$ cat config.mk
export PLATFORM = sky130hd
export DESIGN_NAME = multichannel_input_debouncer_core
export DESIGN_NICKNAME = d
export VERILOG_FILES = /design/src/hw/rtl/dbnc_pkg.sv /design/src/hw/rtl/dbnc_cfg_regs.sv /design/src/hw/rtl/dbnc_state_ram.sv /design/src/hw/rtl/dbnc_update.sv /design/src/hw/rtl/multichannel_input_debouncer_core.sv
export SDC_FILE = /design/constraint.sdc
export NUM_CORES = 1
export LEC_CHECK = 0
export ABC_AREA = 1
export BUFFER_PORTS_ARGS = -buffer_cell sky130_fd_sc_hd__clkbuf_2
export CAP_MARGIN = 20
export CORE_ASPECT_RATIO = 1.75
export CORE_MARGIN = 4
export CORE_UTILIZATION = 50
export DETAILED_ROUTE_END_ITERATION = 6
export GPL_TIMING_DRIVEN = 1
export PLACE_DENSITY = 0.67
export SYNTH_ARGS = -nofsm -noshare
export SYNTH_HDL_FRONTEND = slang
export SYNTH_SLANG_ARGS = --single-unit
$ cat constraint.sdc
create_clock -name aclk -period 4.98 [get_ports aclk]
set_clock_uncertainty 0.05 [all_clocks]
set_input_delay 0.747 -clock aclk [delete_from_list [all_inputs] [get_ports aclk]]
set_output_delay 0.747 -clock aclk [all_outputs]
set_load 0.02 [all_outputs]
$ cat src/hw/rtl/dbnc_pkg.sv
// shared types, field widths and register indexes for the input debouncer core
// no dependencies; imported by every module of the block

package dbnc_pkg;

    // fixed sizes of the block
    localparam int NUM_CHANNELS = 16;
    localparam int ADC_BITS     = 12;
    localparam int CH_W         = 4;
    localparam int CNT_W        = 8;
    localparam int MASK_W       = 16;
    localparam int ADDR_W       = (NUM_CHANNELS > 1) ? $clog2(NUM_CHANNELS) : 1;

    // configuration port
    localparam int CFG_IDX_W  = 3;
    localparam int CFG_DATA_W = 16;

    localparam logic [CFG_IDX_W-1:0] REG_INC_STEP     = 3'd0;
    localparam logic [CFG_IDX_W-1:0] REG_DEC_STEP     = 3'd1;
    localparam logic [CFG_IDX_W-1:0] REG_THRESHOLD    = 3'd2;
    localparam logic [CFG_IDX_W-1:0] REG_ADC_HIGH     = 3'd3;
    localparam logic [CFG_IDX_W-1:0] REG_ADC_LOW      = 3'd4;
    localparam logic [CFG_IDX_W-1:0] REG_ADC_SRC_MASK = 3'd5;
    localparam logic [CFG_IDX_W-1:0] REG_ACTIVE_MASK  = 3'd6;

    // stream payload widths
    localparam int S_TDATA_W = 24;
    localparam int M_TDATA_W = 16;

    // configuration seen by the datapath
    typedef struct packed {
        logic [CNT_W-1:0]    inc_step;
        logic [CNT_W-1:0]    dec_step;
        logic [CNT_W-1:0]    threshold;
        logic [ADC_BITS-1:0] adc_high;
        logic [ADC_BITS-1:0] adc_low;
        logic [MASK_W-1:0]   adc_source_mask;
        logic [MASK_W-1:0]   active_level_mask;
    } cfg_t;

    // one per-channel state memory entry
    typedef struct packed {
        logic             last_adc_level;
        logic             filtered_bit;
        logic [CNT_W-1:0] step_count;
    } chan_state_t;

    // one sample entering the update stage
    typedef struct packed {
        logic [CH_W-1:0]     channel;
        logic                pin_level;
        logic [ADC_BITS-1:0] adc_value;
        logic                in_range;
    } sample_t;

    // one result item
    typedef struct packed {
        logic [CH_W-1:0]  out_channel;
        logic             filtered_level;
        logic             raw_level;
        logic [CNT_W-1:0] count_value;
    } result_t;

endpackage

$ cat src/hw/rtl/dbnc_cfg_regs.sv
// configuration register file of the debouncer core
// depends on dbnc_pkg for the register indexes and cfg_t

module dbnc_cfg_regs (
    input  logic                            aclk,
    input  logic                            aresetn,
    input  logic                            cfg_wr_en,
    input  logic [dbnc_pkg::CFG_IDX_W-1:0]  cfg_wr_index,
    input  logic [dbnc_pkg::CFG_DATA_W-1:0] cfg_wr_data,
    output dbnc_pkg::cfg_t                  cfg
);
    import dbnc_pkg::*;

    cfg_t cfg_reg;
    cfg_t cfg_next;

    // decode a write; unknown indexes leave everything alone
    always_comb begin
        cfg_next = cfg_reg;
        if (cfg_wr_en) begin
            case (cfg_wr_index)
                REG_INC_STEP:     cfg_next.inc_step          = cfg_wr_data[CNT_W-1:0];
                REG_DEC_STEP:     cfg_next.dec_step          = cfg_wr_data[CNT_W-1:0];
                REG_THRESHOLD:    cfg_next.threshold         = cfg_wr_data[CNT_W-1:0];
                REG_ADC_HIGH:     cfg_next.adc_high          = cfg_wr_data[ADC_BITS-1:0];
                REG_ADC_LOW:      cfg_next.adc_low           = cfg_wr_data[ADC_BITS-1:0];
                REG_ADC_SRC_MASK: cfg_next.adc_source_mask   = cfg_wr_data[MASK_W-1:0];
                REG_ACTIVE_MASK:  cfg_next.active_level_mask = cfg_wr_data[MASK_W-1:0];
                default:          cfg_next = cfg_reg;
            endcase
        end
    end

    always_ff @(posedge aclk) begin
        if (!aresetn) begin
            cfg_reg.inc_step          <= CNT_W'(1);
            cfg_reg.dec_step          <= CNT_W'(1);
            cfg_reg.threshold         <= CNT_W'(5);
            cfg_reg.adc_high          <= ADC_BITS'(3000);
            cfg_reg.adc_low           <= ADC_BITS'(1000);
            cfg_reg.adc_source_mask   <= '0;
            cfg_reg.active_level_mask <= '1;
        end else begin
            cfg_reg <= cfg_next;
        end
    end

    assign cfg = cfg_reg;

endmodule

$ cat src/hw/rtl/dbnc_state_ram.sv
// per-channel state memory: one write port, one registered read port
// valid bits in flops make entries read as zero until first written; uses dbnc_pkg

module dbnc_state_ram (
    input  logic                         aclk,
    input  logic                         aresetn,
    input  logic                         rd_en,
    input  logic [dbnc_pkg::ADDR_W-1:0]  rd_addr,
    output dbnc_pkg::chan_state_t        rd_data,
    input  logic                         wr_en,
    input  logic [dbnc_pkg::ADDR_W-1:0]  wr_addr,
    input  dbnc_pkg::chan_state_t        wr_data
);
    import dbnc_pkg::*;

    chan_state_t             mem [NUM_CHANNELS];
    logic [NUM_CHANNELS-1:0] valid_reg;
    chan_state_t             rd_q_reg;
    logic                    rd_valid_reg;

    // storage array and registered read
    always_ff @(posedge aclk) begin
        if (wr_en) begin
            mem[wr_addr] <= wr_data;
        end
        if (rd_en) begin
            rd_q_reg <= mem[rd_addr];
        end
    end

    // valid bits and the valid flag of the read in flight
    always_ff @(posedge aclk) begin
        if (!aresetn) begin
            valid_reg    <= '0;
            rd_valid_reg <= 1'b0;
        end else begin
            if (wr_en) begin
                valid_reg[wr_addr] <= 1'b1;
            end
            if (rd_en) begin
                rd_valid_reg <= valid_reg[rd_addr];
            end
        end
    end

    assign rd_data = rd_valid_reg ? rd_q_reg : '0;

endmodule

$ cat src/hw/rtl/dbnc_update.sv
// state update for one sample: adc hysteresis, integrating counter, filtered bit
// depends on dbnc_pkg for cfg_t, sample_t, chan_state_t and result_t

module dbnc_update (
    input  dbnc_pkg::cfg_t        cfg,
    input  dbnc_pkg::sample_t     sample,
    input  dbnc_pkg::chan_state_t cur_state,
    output dbnc_pkg::chan_state_t new_state,
    output dbnc_pkg::result_t     result
);
    import dbnc_pkg::*;

    logic           use_adc;
    logic           active;
    logic           raw;
    logic [CNT_W:0] sum;

    always_comb begin
        use_adc = cfg.adc_source_mask[sample.channel];
        active  = cfg.active_level_mask[sample.channel];

        // raw level: adc hysteresis or the pin; high threshold tested first
        if (use_adc) begin
            if (sample.adc_value > cfg.adc_high) begin
                raw = 1'b1;
            end else if (sample.adc_value < cfg.adc_low) begin
                raw = 1'b0;
            end else begin
                raw = cur_state.last_adc_level;
            end
        end else begin
            raw = sample.pin_level;
        end

        new_state = cur_state;
        if (use_adc) begin
            new_state.last_adc_level = raw;
        end

        // integrating counter, sum formed one bit wider so it cannot wrap
        sum = {1'b0, cur_state.step_count} + {1'b0, cfg.inc_step};
        if (raw == active) begin
            if (sum >= {1'b0, cfg.threshold}) begin
                new_state.step_count   = cfg.threshold;
                new_state.filtered_bit = 1'b1;
            end else begin
                new_state.step_count = sum[CNT_W-1:0];
            end
        end else begin
            if (cur_state.step_count <= cfg.dec_step) begin
                new_state.step_count   = '0;
                new_state.filtered_bit = 1'b0;
            end else begin
                new_state.step_count = cur_state.step_count - cfg.dec_step;
            end
        end

        // result; a channel outside the table reports zeros
        result.out_channel = sample.channel;
        if (sample.in_range) begin
            result.filtered_level = new_state.filtered_bit;
            result.raw_level      = raw;
            result.count_value    = new_state.step_count;
        end else begin
            result.filtered_level = 1'b0;
            result.raw_level      = 1'b0;
            result.count_value    = '0;
        end
    end

endmodule

$ cat src/hw/rtl/multichannel_input_debouncer_core.sv
// Multichannel input debouncer core: adc hysteresis and per-channel integrating counters.
// Pipeline: at accept the sample register is loaded and the state memory read; the update
// result enters the output register, raising m_axis_tvalid, as that stage advances. Throughput:
// one sample per cycle unless the output stalls; state is written back as the update stage
// advances, forwarding the last write. Reset: synchronous active-low aresetn restores register
// defaults and clears the state valid bits, so every channel starts at zero with no clearing pass.

module multichannel_input_debouncer_core (
    input  logic                            aclk,
    input  logic                            aresetn,
    // input stream
    input  logic                            s_axis_tvalid,
    output logic                            s_axis_tready,
    // tdata: [3:0] channel, [4] pin_level, [16:5] adc_value, rest zero
    input  logic [dbnc_pkg::S_TDATA_W-1:0]  s_axis_tdata,
    // result stream
    output logic                            m_axis_tvalid,
    input  logic                            m_axis_tready,
    // tdata: [3:0] out_channel, [4] filtered_level, [5] raw_level, [13:6] count_value,
    // rest zero
    output logic [dbnc_pkg::M_TDATA_W-1:0]  m_axis_tdata,
    // configuration write port
    input  logic                            cfg_wr_en,
    input  logic [dbnc_pkg::CFG_IDX_W-1:0]  cfg_wr_index,
    input  logic [dbnc_pkg::CFG_DATA_W-1:0] cfg_wr_data
);
    import dbnc_pkg::*;

    localparam int NUM_CH_W = CH_W + 1;

    cfg_t        cfg;
    sample_t     in_sample;
    sample_t     s1_sample_reg;
    logic        s1_valid_reg, s1_valid_next;
    logic        m_valid_reg, m_valid_next;
    result_t     m_result_reg;
    result_t     upd_result;
    chan_state_t ram_rd_data;
    chan_state_t cur_state;
    chan_state_t new_state;
    logic        wb_valid_reg;
    logic [ADDR_W-1:0] wb_addr_reg;
    chan_state_t wb_data_reg;
    logic        s_xfer;
    logic        s1_adv;
    logic        wr_en;
    logic [ADDR_W-1:0] s1_addr;

    dbnc_cfg_regs u_cfg (
        .aclk         (aclk),
        .aresetn      (aresetn),
        .cfg_wr_en    (cfg_wr_en),
        .cfg_wr_index (cfg_wr_index),
        .cfg_wr_data  (cfg_wr_data),
        .cfg          (cfg)
    );

    // unpack the input transfer
    always_comb begin
        in_sample.channel   = s_axis_tdata[CH_W-1:0];
        in_sample.pin_level = s_axis_tdata[CH_W];
        in_sample.adc_value = s_axis_tdata[CH_W+1 +: ADC_BITS];
        in_sample.in_range  = ({1'b0, in_sample.channel} < NUM_CH_W'(NUM_CHANNELS));
    end

    // handshake: update stage moves on when the output register is free or drains
    assign s1_adv        = s1_valid_reg && (!m_valid_reg || m_axis_tready);
    assign s_axis_tready = !s1_valid_reg || !m_valid_reg || m_axis_tready;
    assign s_xfer        = s_axis_tvalid && s_axis_tready;

    always_comb begin
        s1_valid_next = s1_valid_reg;
        if (s_xfer) begin
            s1_valid_next = 1'b1;
        end else if (s1_adv) begin
            s1_valid_next = 1'b0;
        end
        m_valid_next = m_valid_reg;
        if (s1_adv) begin
            m_valid_next = 1'b1;
        end else if (m_axis_tready) begin
            m_valid_next = 1'b0;
        end
    end

    dbnc_state_ram u_ram (
        .aclk    (aclk),
        .aresetn (aresetn),
        .rd_en   (s_xfer),
        .rd_addr (in_sample.channel[ADDR_W-1:0]),
        .rd_data (ram_rd_data),
        .wr_en   (wr_en),
        .wr_addr (s1_addr),
        .wr_data (new_state)
    );

    // forward the last write, which the memory read may have missed
    assign s1_addr   = s1_sample_reg.channel[ADDR_W-1:0];
    assign cur_state = (wb_valid_reg && (wb_addr_reg == s1_addr)) ? wb_data_reg : ram_rd_data;

    dbnc_update u_upd (
        .cfg       (cfg),
        .sample    (s1_sample_reg),
        .cur_state (cur_state),
        .new_state (new_state),
        .result    (upd_result)
    );

    assign wr_en = s1_adv && s1_sample_reg.in_range;

    // control state
    always_ff @(posedge aclk) begin
        if (!aresetn) begin
            s1_valid_reg <= 1'b0;
            m_valid_reg  <= 1'b0;
            wb_valid_reg <= 1'b0;
        end else begin
            s1_valid_reg <= s1_valid_next;
            m_valid_reg  <= m_valid_next;
            if (wr_en) begin
                wb_valid_reg <= 1'b1;
            end
        end
    end

    // payload registers
    always_ff @(posedge aclk) begin
        if (s_xfer) begin
            s1_sample_reg <= in_sample;
        end
        if (s1_adv) begin
            m_result_reg <= upd_result;
        end
        if (wr_en) begin
            wb_addr_reg <= s1_addr;
            wb_data_reg <= new_state;
        end
    end

    // pack the result transfer
    assign m_axis_tvalid = m_valid_reg;
    assign m_axis_tdata  = {2'b00, m_result_reg.count_value, m_result_reg.raw_level,
                            m_result_reg.filtered_level, m_result_reg.out_channel};

endmodule

Word-level counts from Yosys, hierarchy flattened
Memories as Yosys holds them, arrays and structs flattened. A register that Yosys moved wholly into a read port is not among the register bits.
Index checks and enable logic that the tools add are counted.
{ "classes": {"eq_ne": 8, "n_bitwise": 1, "n_mux": 25, "magnitude_cmp": 7, "add_sub_neg": 2, "n_reduce_logical": 19} }
{ "op_table": {"columns": ["cell", "count"], "rows": [
  ["10-bit 2-to-1 mux", 2],
  ["1-bit 2-to-1 mux", 16],
  ["8-bit 2-to-1 mux", 2],
  ["16-bit bitwise OR", 1],
  ["2-bit AND reduction", 7],
  ["1-bit binary-select mux with 4-bit select", 3],
  ["12-bit > comparator", 1],
  ["12-bit less-than comparator", 1],
  ["4-bit by 5-bit less-than comparator with 1-bit output, second input constant", 2],
  ["8-bit by 8-bit adder with 9-bit output", 1],
  ["3-bit equality test, second input constant", 3],
  ["9-bit by 8-bit greater-or-equal comparator with 1-bit output", 1],
  ["9-bit 2-to-1 mux", 1],
  ["8-bit less-or-equal comparator", 1],
  ["8-bit subtractor", 1],
  ["3-bit by 2-bit equality test with 1-bit output, second input constant", 2],
  ["1-bit demux with 4-bit select", 1],
  ["4-bit equality test", 1],
  ["4-bit by 1-bit greater-or-equal comparator with 1-bit output, second input constant", 1],
  ["1-bit logical AND", 4],
  ["2-bit nonzero test", 2],
  ["3-bit by 1-bit equality test with 1-bit output, second input constant", 1],
  ["3-bit logical NOT", 1],
  ["1-bit logical OR", 3],
  ["2 further kinds", 3]
]} }
{ "word_totals": {"register_bits": 132, "out_inout_bits": 18, "input_bits": 48, "mem_count": 1, "word_cells": 83, "ram_bits": 160} }
{ "mem_list": {"columns": ["memory", "depth", "word_bits", "rd", "rd_clocked_by_memory_dff", "write_ports", "line_no", "rtl"], "rows": [
  ["u_ram.mem", 16, 10, 1, 1, 1, "dbnc_state_ram.sv:16", "chan_state_t mem [NUM_CHANNELS];"]
]} }

Logic depth before layout (Yosys ltp)
{ "depth": {"word_depth": 8, "mapped_depth": 28} }

By module
Synthesis repeated with hierarchy kept, for this count alone.
{ "hier_totals": {"cells_unflattened": 1595, "area_unflattened_um2": 14736.6} }
{ "modules_own_cells": {"columns": ["module", "n_inst", "cells_per_inst", "area_per_inst_um2"], "rows": [
  ["dbnc_state_ram", 1, 614, 7484.7],
  ["dbnc_cfg_regs", 1, 434, 3067.9],
  ["dbnc_update", 1, 426, 2393.5],
  ["multichannel_input_debouncer_core", 1, 121, 1790.5]
]} }

Worst setup path before layout
OpenSTA, ideal clock, no wires.
{ "synth_timing": {"path_kind": "reg2reg", "startpoint": "reg wb_addr_reg[0]", "endpoint": "reg m_result_reg (netlist bit m_axis_tdata[13]) (data pin)", "stages_incl_launch_ff": 26, "t_required_ns": 4.606, "setup_time_ns": 0.324, "n_path_buf": 2, "slack_ns": 0.737, "period_less_slack_ns": 4.243, "t_arrival_ns": 3.868, "path_cell_list": "edfxtp_1 > inv_1 > nand2_1 > nand2_1 > nor2_1 > nand3_1 > clkbuf_1 > o21ai_0 > inv_1 > ha_1 > inv_1 > fa_1 > o21ai_1 > a21oi_1 > xor2_1 > inv_1 > ha_1 > nand2_1 > inv_1 > a41oi_1 > nand3_1 > buf_2 > nand2_1 > o21ai_0 > nand3_1 > nand2_1"} }
{ "synth_lines": {"columns": ["item", "line_no", "rtl"], "rows": [
  ["start, declared", "multichannel_input_debouncer_core.sv:42", "logic [ADDR_W-1:0] wb_addr_reg;"],
  ["start signal, assigned", "multichannel_input_debouncer_core.sv:135", "wb_addr_reg <= s1_addr;"],
  ["end signal, assigned", "multichannel_input_debouncer_core.sv:132", "m_result_reg <= upd_result;"],
  ["end, declared", "multichannel_input_debouncer_core.sv:36", "result_t m_result_reg;"]
]} }

==> results.toml <==
[floorplanning]
rows = 79
dieHeight_um = 225.1
die-area_um2 = 29720
start_util_pct = 50.64
core_area_um2 = 26590
ioPinCount = 66
die_width_um = 132.0

[sta]
fin_crit_sh_pct = 90.10
setup_viol = 0
hold_viol = 0
max_freq_ghz = 0.2229
setup_slack_ns = 0.4931
final_max_slew_viol_count = 0
rsz0062_at_grt = "no"
slew_headroom_pct = 25.14
setup_tns_ns = 0
worstMarginPinSlew_ns = 1.119
fin_crit_ns = 4.487

[routing]
met1_length_um = 11680
top_layer_used = "met4"
drt_iter0_markers = 564
routed_wl_um = 31610
vias = 9470
vias_per_cell = 5.487
firstDrtPassIters = 5
drc = 0
wire_per_inst_um = 18.31
wl_met3_um = 1158
wl_met2_um = 17190
final_antenna_net_count = 0

[critical_path]
arrival_ns = 4.66
cp_data_required_time_ns = 5.15
endpoint_kind = "flip-flop"
path_common_cell = "nand2_1"
cp_top_family = "simple AND/OR/NAND/NOR gates"
setup.worst_path.start_class = "flip-flop"
slowest_delay_ns = 0.50
cp_cell_sequence = "nand2_1, nand2_1, nor2_1, nand3_2, buf_4, inv_1, buf_4, nand2_1, nand2_1, ha_1, nand2_1, nand2_1, a21oi_1, xor2_1, inv_1, ha_1, nand2_1, inv_1, a41oi_2, nand3_1, nand2_1, nand2_1, nand3_1, nand2_2"
worstPathBufferInverterCount = 5
cp_slowest_cell = "edfxtp_1"
critical_path_class = "reg -> reg"
r2r_slack_ns = 0.49
crit_fanout = 17

[placement]
routabilityCongestion = 0.8621
io_buffers = 56
dp.final_hpwl_um = 21590
dp_slack_ns = 0.04258

[power]
p_sw_share_pct = 24.73
pwr-share-seq_pct = 49.7
internal-power_mw = 4.396
p_per_area_nw_per_um2 = 387.7
peakVddDrop_uv = 231.3
switching_power_mw = 1.444
power_frac_clock_pct = 38.5
power_leakage_nw = 6.241
combPwrFrac_pct = 11.8

[grt]
grt_pass1_wl_um = 49660
grt_usage_pct = 21.23
grt_max_degree = 82
grt_pass1_vias = 9376
antenna_found_initial = 0
grt_overflow = 0

[clock_network]
clk_pin_slew_worst_paths_ns = 0.07
hold_buffers = 0
cts_buffers = 28
worstSkewPairLatency_ns = 0.56
root_buffer = "clkbuf_16"
clockBufferDepth = 3
cts_tree = "done"
cts.htree.levels = 1
clock-sinks = 302

[cells_and_area]
layout.nets = 1478
areaGrowthSynthToFinish_pct = 11.89
n_antenna_cell = 0
largest_register_ffs = 160
drive_gt1_share_pct = 11.06

[yosys]
synth_area_leaders = "edfxtp_1 45%, dfxtp_1 15%, nor2_1 6.1%"
synth_top_area_share_pct = 45.05
postSynthAreaPerCell_um2 = 10.09
syn_inst = 1334
ys_warn_count = 0
netlist_area_um2 = 13460
ys_ff_latch = 302
ys_seq_area_share_pct = 59.92
synth_top_cell_by_area = "edfxtp_1"
synthDistinctLibCells = 37

[job]
max_cap_viol_count = 0

[status]
outcome = "finished, final reports clean"

[min_path]
hold_path.class = "in -> reg"
==> synthesized netlist by cell type, drive strengths merged <==
library cell / instances
a21o: 2
a21oi: 45
a41oi: 1
buf: 21
clkbuf: 47
clkinv: 2
conb: 1
dfxtp: 100
edfxtp: 202
fa: 2
ha: 48
inv: 108
mux2i: 36
nand2: 210
nand3: 75
nand3b: 1
nand4: 13
nor2: 223
nor3: 4
o211ai: 19
o21a: 2
o21ai: 109
o21bai: 3
o221ai: 37
o22ai: 9
o32ai: 5
xnor2: 2
xor2: 7
==> what timing repair did <==
action,in CTS,in global routing
gates resized for setup,0,13
endpoints found under the setup margin,0,153
setup buffers,0,0
==> worst paths after layout <==
path / from / cells past startpoint / endpoint
worst max register to register: s1_addr[1] / 24 / u_ram.mem[10][4]
worst min-delay path: s_axis_tdata[6] / 1 / s1_sample_reg[2]
worst min register to register: u_cfg.cfg[43] / 2 / u_cfg.cfg[43]
worst max-delay path: s1_addr[1] / 24 / u_ram.mem[10][4]
==> layer usage <==
| layer | GRT usage [%] | vias to the layer above |
|---|---|---|
| li1 | - | 4698 |
| met1 | 22.35 | 4468 |
| met2 | 40.95 | 221 |
| met3 | 2.748 | 83 |
| met4 | 10.82 | 0 |
| met5 | 0 | - |
==> stage by stage <==
step | instance area, µm² | instances | util (%) | power [mW] | hold slack (ns)
2_1_floorplan | 13470 | 1335 | - | 3.403 | 0.3792
3_3_place_gp | 13990 | 1668 | 52.63 | 3.613 | 0.3891
3_5_place_dp | 13990 | 1668 | 52.63 | 3.629 | 0.3936
4_1_cts | 14970 | 1720 | 56.29 | 5.861 | 0.2948
5_1_grt | 15060 | 1726 | 56.66 | 6.077 | 0.3007
6_report | 15060 | 1726 | 56.66 | 5.840 | 0.3142
==> cells by family (layout without fill, tap and decap cells) <==
logic type | after synthesis | count (layout) | synth area share, %
buffers and inverters | 178 | 244 | 5.501
flip-flops | 302 | 302 | 59.92
AND/OR/NAND/NOR | 526 | 527 | 16.06
XOR/XNOR | 9 | 9 | 0.5855
other | 1 | 2 | 0.02785
AO/OA/AOI/OAI | 232 | 232 | 10.47
multiplexers | 36 | 36 | 2.676
adder cells (fa/ha/maj) | 50 | 50 | 4.758
==> power by group through the flow <==
stage / combinational (mW) / clock, mW / sequential (mW)
global route: 0.775 / 2.39 / 2.91
detailed placement: 0.669 / 0 / 2.96
global placement: 0.654 / 0 / 2.96
CTS: 0.672 / 2.28 / 2.91
finish: 0.690 / 2.25 / 2.90
floorplan: 0.456 / 0 / 2.95
==> cell usage in the layout, fill, tap and decap left out, types with 13 or more instances in the layout <==
| cell | netlist | final |
|---|---|---|
| nor2_1 | 220 | 219 |
| edfxtp_1 | 202 | 202 |
| buf_4 | 11 | 25 |
| inv_1 | 104 | 104 |
| mux2i_1 | 36 | 36 |
| nand4_1 | 13 | 13 |
| dfxtp_1 | 100 | 100 |
| nand2_2 | 5 | 13 |
| a21oi_1 | 45 | 45 |
| o21ai_0 | 103 | 101 |
| nand2_1 | 202 | 194 |
| o211ai_1 | 19 | 19 |
| clkbuf_16 | 0 | 29 |
| o221ai_1 | 37 | 37 |
| nand3_1 | 73 | 72 |
| clkbuf_2 | 0 | 55 |
| ha_1 | 48 | 48 |
==> area by class of cell <==
class / instances / area [µm²]
clock inverter: 14 / 175.2
inverter: 110 / 412.9
timing repair buffer: 82 / 494.2
fill: 2241 / 11520
multi-input combinational: 856 / 4710
clock buffer: 38 / 799.5
sequential: 302 / 8068
tap: 324 / 405.4
(Power assumes the default switching activity.)
